File: config.mk
export PLATFORM = sky130hd
export DESIGN_NAME = csf_determinant_coefficient
export DESIGN_NICKNAME = d
export VERILOG_FILES = /design/src/hdl/csfdc_pkg.sv /design/src/hdl/csf_determinant_coefficient.sv
export SDC_FILE = /design/constraint.sdc
export NUM_CORES = 2
export LEC_CHECK = 0
export ABC_AREA = 1
export BUFFER_PORTS_ARGS = -buffer_cell sky130_fd_sc_hd__buf_4
export CAP_MARGIN = 20
export CELL_PAD_IN_SITES_DETAIL_PLACEMENT = 1
export CELL_PAD_IN_SITES_GLOBAL_PLACEMENT = 1
export CORE_ASPECT_RATIO = 0.7
export CORE_MARGIN = 5
export CORE_UTILIZATION = 45
export DETAILED_ROUTE_END_ITERATION = 10
export MAX_ROUTING_LAYER = met4
export PLACE_DENSITY_LB_ADDON = 0.3
export RECOVER_POWER = 50
export SLEW_MARGIN = 30
export SYNTH_ARGS = -nofsm -noshare
export SYNTH_HDL_FRONTEND = slang
export SYNTH_SLANG_ARGS = --single-unit
export TNS_END_PERCENT = 50
File: constraint.sdc
create_clock -name clk_i -period 30.7 [get_ports clk_i]
set_input_delay 3.07 -clock clk_i [delete_from_list [all_inputs] [get_ports clk_i]]
set_output_delay 3.07 -clock clk_i [all_outputs]
set_load 0.03 [all_outputs]
File: src/hdl/csfdc_pkg.sv
// -----------------------------------------------------------------------------
// csfdc_pkg
// Shared types and constants for the CSF determinant coefficient block.
// -----------------------------------------------------------------------------
package csfdc_pkg;

  // Largest number of open-shell orbitals that one beat may describe.
  localparam int unsigned MaxOpen   = 16;
  // Fraction bits of the fixed-point coefficient.
  localparam int unsigned FracBits  = 30;

  localparam int unsigned OrbW      = $clog2(MaxOpen + 1);   // orbital counter
  localparam int unsigned SpinW     = $clog2(MaxOpen + 1) + 1; // signed s and m
  localparam int unsigned RatW      = $clog2(2 * MaxOpen + 5); // num and den
  localparam int unsigned QuoW      = 2 * FracBits + 1;      // quotient bits
  localparam int unsigned RadW      = 2 * FracBits + 2;      // radicand bits
  localparam int unsigned RootW     = FracBits + 1;          // root and magnitude
  localparam int unsigned RemW      = RootW + 4;             // square root remainder
  localparam int unsigned StepW     = $clog2(2 * FracBits + 1);
  localparam int unsigned CoefW     = 32;

  // Configuration register indexes.
  localparam int unsigned CfgIdxW   = 1;
  localparam logic [CfgIdxW-1:0] CfgOpenCount    = 1'd0;
  localparam logic [CfgIdxW-1:0] CfgBosonicSigns = 1'd1;
  localparam int unsigned CfgDataW  = 5;

  // Sequencer states.
  typedef enum logic [2:0] {
    StIdle,
    StWalk,
    StDiv,
    StSqrt,
    StMul,
    StDone
  } state_e;

endpackage

File: src/hdl/csf_determinant_coefficient.sv
// -----------------------------------------------------------------------------
// csf_determinant_coefficient
// Coefficient of one determinant in a genealogical spin-coupled CSF.
// -----------------------------------------------------------------------------
// Usage: an input beat on s_axis carries det_pattern (bits 15:0),
// coupling_pattern (bits 31:16) and absorb_sign (bit 32). One result beat on
// m_axis carries the signed coefficient (bits 31:0, 30 fraction bits) and
// illegal_coupling (bit 32). Registers open_count and bosonic_signs are set
// through the write port; the user must set them only while the block is
// idle, as the block itself does not enforce it. The block works on one beat
// at a time; s_axis_tready is high only while the sequencer is idle. Each
// walked orbital that still contributes passes through a setup step in the
// walk state, restoring division, restoring square root and a multiply; an
// orbital that contributes nothing takes only its walk step.
// Reset returns the sequencer to idle, clears the output valid flag and
// restores open_count to 1 and bosonic_signs to 0. When the receiver stalls,
// the finished result waits in the output register, and a new input beat is
// taken once the sequencer is idle; the next result waits for that register.
// -----------------------------------------------------------------------------
module csf_determinant_coefficient (
  input  logic        clk_i,
  input  logic        rst_ni,
  // Configuration write port.
  input  logic                                cfg_we_i,
  input  logic [csfdc_pkg::CfgIdxW-1:0]       cfg_idx_i,
  input  logic [csfdc_pkg::CfgDataW-1:0]      cfg_data_i,
  // Input stream.
  input  logic        s_axis_tvalid,
  output logic        s_axis_tready,
  input  logic [39:0] s_axis_tdata,   // det_pattern, coupling_pattern, absorb_sign, zeros
  // Output stream.
  output logic        m_axis_tvalid,
  input  logic        m_axis_tready,
  output logic [39:0] m_axis_tdata    // coefficient, illegal_coupling, zeros
);

  localparam int unsigned OrbW  = csfdc_pkg::OrbW;
  localparam int unsigned SpinW = csfdc_pkg::SpinW;
  localparam int unsigned RatW  = csfdc_pkg::RatW;
  localparam int unsigned QuoW  = csfdc_pkg::QuoW;
  localparam int unsigned RadW  = csfdc_pkg::RadW;
  localparam int unsigned RootW = csfdc_pkg::RootW;
  localparam int unsigned RemW  = csfdc_pkg::RemW;
  localparam int unsigned StepW = csfdc_pkg::StepW;
  localparam int unsigned CoefW = csfdc_pkg::CoefW;
  localparam int unsigned FracB = csfdc_pkg::FracBits;

  csfdc_pkg::state_e state_q, state_d;

  // Configuration registers.
  logic [4:0] open_count_q;
  logic       bosonic_q;

  // Item registers.
  logic [15:0] det_q, det_d;
  logic [15:0] coup_q, coup_d;
  logic        absorb_q, absorb_d;
  logic [OrbW-1:0] orb_q, orb_d;
  logic signed [SpinW-1:0] s_q, s_d, m_q, m_d;
  logic        neg_q, neg_d, illegal_q, illegal_d, zero_q, zero_d;
  logic        beta_par_q, beta_par_d, str_flip_q, str_flip_d;
  logic [RootW-1:0] mag_q, mag_d;

  // Shared divide and root unit.
  logic [RatW-1:0]  den_q, den_d;
  logic [RatW:0]    rdiv_q, rdiv_d;
  logic [QuoW-1:0]  quo_q, quo_d;
  logic [RadW-1:0]  rad_q, rad_d;
  logic [RemW-1:0]  rem_q, rem_d;
  logic [RootW-1:0] root_q, root_d;
  logic [StepW-1:0] step_q, step_d;

  // Output register.
  logic             out_valid_q, out_valid_d;
  logic [CoefW-1:0] out_coef_q, out_coef_d;
  logic             out_ill_q, out_ill_d;

  // Walk helpers.
  logic [OrbW-1:0]         n_orb;
  logic                    sp, mp;
  logic signed [SpinW-1:0] s_new, m_new, am;
  logic                    ill_new;
  logic [RatW-1:0]         num_w, den_w;

  // Unit helpers.
  logic [RatW:0]          rdiv_sh;
  logic [RemW-1:0]        rem_sh, trial;
  logic [2*RootW-1:0]     prod;
  logic [RootW-1:0]       mag_next;
  logic                   neg_final;
  logic signed [CoefW-1:0] coef_mag;
  logic                   out_free;

  assign out_free = !out_valid_q || m_axis_tready;

  // Orbital count saturates at the pattern width.
  assign n_orb = (open_count_q > 5'(csfdc_pkg::MaxOpen)) ?
                 OrbW'(csfdc_pkg::MaxOpen) : OrbW'(open_count_q);

  // Step of the partial spin and projection for the current orbital.
  always_comb begin
    sp      = coup_q[orb_q[3:0]];
    mp      = det_q[orb_q[3:0]];
    s_new   = sp ? s_q + SpinW'(1) : s_q - SpinW'(1);
    m_new   = mp ? m_q + SpinW'(1) : m_q - SpinW'(1);
    am      = m_new[SpinW-1] ? -m_new : m_new;
    ill_new = illegal_q || s_new[SpinW-1];
    if (sp) begin
      num_w = mp ? RatW'(s_new + m_new) : RatW'(s_new - m_new);
      den_w = RatW'(s_new <<< 1);
    end else begin
      num_w = mp ? RatW'(s_new + SpinW'(2) - m_new) : RatW'(s_new + SpinW'(2) + m_new);
      den_w = RatW'((s_new + SpinW'(2)) <<< 1);
    end
  end

  // Compare-subtract paths and the product.
  assign rdiv_sh  = {rdiv_q[RatW-1:0], 1'b0};
  assign rem_sh   = {rem_q[RemW-3:0], rad_q[RadW-1 -: 2]};
  assign trial    = RemW'({root_q, 2'b01});
  assign prod     = {{RootW{1'b0}}, mag_q} * {{RootW{1'b0}}, root_q};
  assign mag_next = prod[FracB +: RootW];

  // Final sign and magnitude.
  assign neg_final = neg_q ^ (absorb_q && !bosonic_q && str_flip_q);
  assign coef_mag  = CoefW'(mag_q);

  // Next-state logic.
  always_comb begin
    state_d = state_q;
    case (state_q)
      csfdc_pkg::StIdle: if (s_axis_tvalid) state_d = csfdc_pkg::StWalk;
      csfdc_pkg::StWalk: begin
        if (orb_q == n_orb) begin
          state_d = csfdc_pkg::StDone;
        end else if (!ill_new && !zero_q && !(am > s_new)) begin
          state_d = csfdc_pkg::StDiv;
        end
      end
      csfdc_pkg::StDiv: if (step_q == StepW'(2 * FracB - 1)) state_d = csfdc_pkg::StSqrt;
      csfdc_pkg::StSqrt: if (step_q == StepW'(RootW - 1)) state_d = csfdc_pkg::StMul;
      csfdc_pkg::StMul: state_d = csfdc_pkg::StWalk;
      csfdc_pkg::StDone: if (out_free) state_d = csfdc_pkg::StIdle;
      default: state_d = csfdc_pkg::StIdle;
    endcase
  end

  // Datapath and output logic.
  always_comb begin
    s_axis_tready = (state_q == csfdc_pkg::StIdle);
    det_d = det_q;  coup_d = coup_q;  absorb_d = absorb_q;
    orb_d = orb_q;  s_d = s_q;  m_d = m_q;
    neg_d = neg_q;  illegal_d = illegal_q;  zero_d = zero_q;
    beta_par_d = beta_par_q;  str_flip_d = str_flip_q;  mag_d = mag_q;
    den_d = den_q;  rdiv_d = rdiv_q;  quo_d = quo_q;
    rad_d = rad_q;  rem_d = rem_q;  root_d = root_q;  step_d = step_q;
    out_valid_d = out_valid_q && !m_axis_tready;
    out_coef_d  = out_coef_q;
    out_ill_d   = out_ill_q;
    case (state_q)
      csfdc_pkg::StIdle: begin
        det_d      = s_axis_tdata[15:0];
        coup_d     = s_axis_tdata[31:16];
        absorb_d   = s_axis_tdata[32];
        orb_d      = '0;
        s_d        = '0;
        m_d        = '0;
        neg_d      = 1'b0;
        illegal_d  = 1'b0;
        zero_d     = 1'b0;
        beta_par_d = 1'b0;
        str_flip_d = 1'b0;
        mag_d      = RootW'(1) << FracB;
      end
      csfdc_pkg::StWalk: begin
        if (orb_q != n_orb) begin
          orb_d     = orb_q + OrbW'(1);
          s_d       = s_new;
          m_d       = m_new;
          illegal_d = ill_new;
          // An alpha flips the string sign when an odd number of betas lie below.
          if (mp) begin
            str_flip_d = str_flip_q ^ beta_par_q;
          end else begin
            beta_par_d = !beta_par_q;
          end
          if (!ill_new && !zero_q) begin
            if (am > s_new) begin
              zero_d = 1'b1;
            end else begin
              if (!sp && mp) neg_d = !neg_q;
              den_d  = den_w;
              step_d = '0;
              quo_d  = '0;
              // The integer part of the ratio is one only when num equals den.
              if (num_w == den_w) begin
                quo_d[0] = 1'b1;
                rdiv_d   = '0;
              end else begin
                rdiv_d   = {1'b0, num_w};
              end
            end
          end
        end
      end
      csfdc_pkg::StDiv: begin
        // One restoring quotient bit per cycle.
        if (rdiv_sh >= {1'b0, den_q}) begin
          rdiv_d = rdiv_sh - {1'b0, den_q};
          quo_d  = {quo_q[QuoW-2:0], 1'b1};
        end else begin
          rdiv_d = rdiv_sh;
          quo_d  = {quo_q[QuoW-2:0], 1'b0};
        end
        step_d = step_q + StepW'(1);
        if (step_q == StepW'(2 * FracB - 1)) begin
          step_d = '0;
          rad_d  = {1'b0, quo_d};
          rem_d  = '0;
          root_d = '0;
        end
      end
      csfdc_pkg::StSqrt: begin
        // One restoring root bit per cycle, two radicand bits consumed.
        if (rem_sh >= trial) begin
          rem_d  = rem_sh - trial;
          root_d = {root_q[RootW-2:0], 1'b1};
        end else begin
          rem_d  = rem_sh;
          root_d = {root_q[RootW-2:0], 1'b0};
        end
        rad_d  = {rad_q[RadW-3:0], 2'b00};
        step_d = step_q + StepW'(1);
      end
      csfdc_pkg::StMul: begin
        mag_d = mag_next;
        if (mag_next == '0) zero_d = 1'b1;
      end
      csfdc_pkg::StDone: begin
        if (out_free) begin
          out_valid_d = 1'b1;
          out_ill_d   = illegal_q;
          if (illegal_q || zero_q) begin
            out_coef_d = '0;
          end else begin
            out_coef_d = neg_final ? -coef_mag : coef_mag;
          end
        end
      end
      default: ;
    endcase
  end

  // Control registers.
  always_ff @(posedge clk_i or negedge rst_ni) begin
    if (!rst_ni) begin
      state_q      <= csfdc_pkg::StIdle;
      out_valid_q  <= 1'b0;
      open_count_q <= 5'd1;
      bosonic_q    <= 1'b0;
    end else begin
      state_q     <= state_d;
      out_valid_q <= out_valid_d;
      if (cfg_we_i) begin
        case (cfg_idx_i)
          csfdc_pkg::CfgOpenCount:    open_count_q <= cfg_data_i;
          csfdc_pkg::CfgBosonicSigns: bosonic_q    <= cfg_data_i[0];
          default: ;
        endcase
      end
    end
  end

  // Payload registers.
  always_ff @(posedge clk_i) begin
    det_q <= det_d;  coup_q <= coup_d;  absorb_q <= absorb_d;
    orb_q <= orb_d;  s_q <= s_d;  m_q <= m_d;
    neg_q <= neg_d;  illegal_q <= illegal_d;  zero_q <= zero_d;
    beta_par_q <= beta_par_d;  str_flip_q <= str_flip_d;  mag_q <= mag_d;
    den_q <= den_d;  rdiv_q <= rdiv_d;  quo_q <= quo_d;
    rad_q <= rad_d;  rem_q <= rem_d;  root_q <= root_d;  step_q <= step_d;
    out_coef_q <= out_coef_d;
    out_ill_q  <= out_ill_d;
  end

  assign m_axis_tvalid = out_valid_q;
  assign m_axis_tdata  = {7'd0, out_ill_q, out_coef_q};

endmodule

### Word level (Yosys, flattened, before mapping)

Index checks and enable logic that the tools add are counted.
W data, S select, Z words.

* latch bits: 0
* memory bits (read-only): 0
* register bits after elaboration: 333
* bits in writable memories: 0
* memories kept: 0
* output and inout bits: 42
* logic and storage cells: 187
* input port bits: 51

* reduce and logical (&&, ||, !) cells: 40
* equality and inequality tests: 23
* $mul: 1
* add/subtract/negate cells: 15
* muxes and demuxes: 72
* $lt $le $gt $ge: 5
* shifts and indexed selects: 0
* bitwise gates (word level): 5
* div/mod/pow operators: 0

Operators with widths (number)
* $mux W60: 3
* $pmux W31 S2: 2
* $pmux W62 S2: 1
* $pmux W60 S2: 1
* $mux W6: 18
* $mux W33: 2
* $pmux W33 S2: 1
* $mux W31: 2
* $mux W62: 1
* $mul A31 B31 Y61: 1
* $pmux W6 S2: 3
* $ge A35 B33 Y1: 1
* $sub A33 B33 Y33: 1
* $neg A31 Y32: 1
* $logic_not A31 Y1: 1
* $ne A2 B2 Y1 const B: 12
* $mux W1: 20
* $mux W3: 6
* $pmux W3 S6: 1
* $pmux W6 S3: 1
* $sub A6 B6 Y6: 3
* $reduce_and A5 Y1: 3
* $add A6 B2 Y6 const B: 2
* $add A6 B6 Y6: 2
* 35 further kinds: 72

### Depth between registers and ports, before layout

* depth in word-level cells: 13
* depth in mapped cells: 39
* mapped depth without buffers: 37

### Worst setup path before layout

Ideal clock, no wire load.

* path kind: reg-to-reg
* from: reg step_q[2]
* to: reg rad_q[0] (enable)
* arrival time: 9.541 ns
* path slack: 20.374 ns
* data required time: 29.915 ns
* setup time: 0.785 ns
* stages on the path, launching flop included: 4
* cell sequence: edfxtp_1 nor3_1 nand3_1 o21ai_0

* word-level cells in the longest chain between the ends: 3

Ends and longest elaborated chain
* start, declared: line csf_determinant_coefficient.sv:71 `logic [StepW-1:0] step_q, step_d;`
* start signal, assigned: line csf_determinant_coefficient.sv:281 `rad_q <= rad_d; rem_q <= rem_d; root_q <= root_d; step_q <= step_d;`
* $eq A6 B6 Y1: line csf_determinant_coefficient.sv:216 `if (step_q == StepW'(2 * FracB - 1)) begin`
* $ne A2 B2 Y1 (no line)
* $reduce_and A2 Y1 (no line)
* end signal, assigned: line csf_determinant_coefficient.sv:281
* end, declared: line csf_determinant_coefficient.sv:68 `logic [RadW-1:0] rad_q, rad_d;`

No other way between the ends.
A chain may end at the register's enable or synchronous reset.

### Worst setup path after layout

* from: reg mag_q[12]
* to: reg zero_q (enable)

* word-level cells in the longest chain between the ends: 4

Ends and longest elaborated chain
* start, declared: line csf_determinant_coefficient.sv:62 `logic [RootW-1:0] mag_q, mag_d;`
* start signal, assigned: line csf_determinant_coefficient.sv:279 `beta_par_q <= beta_par_d; str_flip_q <= str_flip_d; mag_q <= mag_d;`
* $mul A31 B31 Y61: line csf_determinant_coefficient.sv:121 `assign prod = {{RootW{1'b0}}, mag_q} * {{RootW{1'b0}}, root_q};`
* $logic_not A31 Y1: line csf_determinant_coefficient.sv:237 `if (mag_next == '0) zero_d = 1'b1;`
* $ne A2 B2 Y1 (no line)
* $reduce_and A5 Y1 (no line)
* end signal, assigned: line csf_determinant_coefficient.sv:278 `neg_q <= neg_d; illegal_q <= illegal_d; zero_q <= zero_d;`
* end, declared: line csf_determinant_coefficient.sv:60 `logic neg_q, neg_d, illegal_q, illegal_d, zero_q, zero_d;`

No other way between the ends.

==> run summary <==
HPWL after DPL: 128 mm
minimum clock period after layout: 9300 ps
RD Place Congestion: 1.01
hold path cells: 0
Congestion Overflow GR: 0
failing checks: max-capacitance violations, max-slew violations
vias post-DR: 40.6k
drt via density: 5.22
DRT iter0 DRCs: 3,245
Clk Latency, worst-skew pair: 650 ps
GRT Total Usage: 28.1%
area of the mapped netlist: 0.0505 sq mm
H-tree Lvls: 2
WL final: 160 mm
main combinational cell family by area after synthesis: adder cells
top cells by count, synth: inv_1, nand2_1, fa_1
share of synthesized registers carrying an async set or reset: 3.01%
Antenna Nets Post-Route: 0
IO Port Bufs: 78
Inserted Clock Buffers: 40
yosys warns: 0
CP Launch Type: register
Synth Area in Compound Gates: 4.52%
CTS Hold Buffers Added: 0
initial antenna violation count: 0
EDFF count, synth: 322
# diodes: 0
Synth Area in Adders: 41.1%
RSZ-0062 raised after global routing: false
Top FF cell, synth: edfxtp_1
CP required: 31,010 ps
Core Rows: 102
Layout Nets: 7,509
crit path DAT: 9610 ps
Die Y: 290 um
setup TNS: 0 ps
Fin. Hold Viols: 0
post-synthesis simple-gate area fraction: 18.1%
post-CTS sizing: 0
r2r setup slk: 21,400 ps
RR Startpoint: mag_q[12]
worst hold path class: reg2reg
Tcrit/Tclk final: 30.3%
crit path capture type: register
register bit total from synthesis: 332
mux share of post-synthesis cell area: 0.0892%
I/O pin total: 93
# DRC: 0
status: finished, violations left
area leader, netlist: fa_1
detailed-router iteration count before antenna repair: 5
vias in the first global route: 44.6k
worst hold slack: 507 ps
xor/xnor share of the synthesized area: 1.18%
Root Buffer: clkbuf_16
area grow syn2layout: 6.77%
layout cells sized above 1: 4.04%
clock tree buffer depth: 3
register area share after synthesis: 19.6%
Post-CTS Setup Inserts: 0
Crit Path Max Fanout: 21
count leader, synth: inv_1
crit path kind: reg2reg
first-pass GRT wire length: 255 mm
final setup vio count: 0
top post-synthesis cells by area: fa_1, edfxtp_1, inv_1, nand2_1, ha_1
Initial Util: 45.5%
CTS sink cnt: 332
hold path start: illegal_q
Worst-path clk slew: 60 ps
fmax: 108 MHz
Slew HR: -137%
Max Slew Vio Count: 438
max cap viols: 9
Syn Area/Cell: 7.95 sq um
Cells after Synth: 6,359
Synth top area share: 33.3%
pin count of the biggest net entering global routing: 90
Layout Skew: 76.8 ps
die area: 0.119 sq mm
Critical Path Start: mag_q[12]
Synth cell types: 51
floorplan die width: 410 um
CTS tree: done
worst-case reg-to-reg path depth: 27
Avg WL per Cell: 20.6 um
core area: 0.111 sq mm
worst slew pin tran: 3560 ps
[critical path, stage by stage, from the launching register on]
cell,delay [ps]
edfxtp_1,980
buf_4,570
nand2_1,150
fa_1,570
inv_1,60
fa_1,480
fa_1,620
fa_1,480
fa_1,520
fa_1,440
fa_1,520
inv_1,50
fa_1,470
inv_1,40
ha_1,400
nand2_1,140
nor2_1,170
nand2_1,100
nor3_1,570
nand3_1,160
nand3b_1,290
xor2_1,230
nand2_1,70
nor2_1,140
nand2_1,70
nor2_1,270
nand2_1,190
a21oi_1,180
[sequential cells by signal (all words and copies together) (netlist names), 3 cells and up]
name,cells
rad_q,62
quo_q,60
rem_q,33
out_coef_q,32
mag_q,31
root_q,31
coup_q,16
det_q,16
m_q,6
rdiv_q,6
s_q,6
step_q,6
den_q,5
open_count_q,5
orb_q,5
state_q,3
[per-layer routing]
layer / GRT usage, % / vias to the layer above / share of wire, %
met5: - / - / 0
met4: 4.94 / 0 / 1.7
met3: 4.58 / 166 / 7.9
met2: 42.0 / 1244 / 44
met1: 41.1 / 20900 / 47
li1: - / 18300 / -
[logic make-up after synthesis]
family | after synthesis
AND/OR/NAND/NOR | 2316
buffers and inverters | 2057
adder cells (fa/ha/maj) | 1155
AO/OA/AOI/OAI | 426
flip-flops | 332
XOR/XNOR | 68
multiplexers | 4
other | 1
[area by class of cell]
cell class              count  area, sq um
flip-flops and latches    332         9920
repair buffers            168         1240
clock buffers              42         1010
fillers                 13600        57100
inverters                1785         6700
clock inverters            29          388
multi-input cells        3976        32900
well taps                1456         1820
[layout by cell type (no fill, tap or decap), drive strengths merged, types with 6 or more instances in the layout]
cell type / count
inv: 1787
nand2: 1772
fa: 840
nor2: 348
edfxtp: 322
ha: 315
o21ai: 189
a21oi: 182
buf: 123
nand3: 96
clkbuf: 87
xnor2: 34
xor2: 34
nor3: 28
nand4: 25
nand3b: 20
o21bai: 19
clkinv: 18
nor4: 11
or2: 9
dfrtp: 9
o211ai: 8
a21o: 8
a31oi: 7
conb: 7
bufinv: 6
[through the flow]
stage          instances  area (sq um)  utilization, %  setup WS (ps)
2_1_floorplan       6365         50500               -          20370
3_3_place_gp        7712         52600            47.3          21700
3_5_place_dp        7716         52600            47.4          21640
4_1_cts             7787         54000            48.6          21600
5_1_grt             7788         53900            48.6          21190
6_report            7788         53900            48.6          21400
[worst paths after layout]
| kind | endpoint |
|---|---|
| setup / recovery | zero_q |
| hold / removal | out_ill_q |
| setup reg to reg | zero_q |
| hold reg to reg | out_ill_q |
| max in group asynchronous | state_q[2] |
| min in group asynchronous | open_count_q[1] |
Power is left out: the tool's default activity adds up to more than one toggle a clock period on the data nets, which glitch-free logic cannot reach.
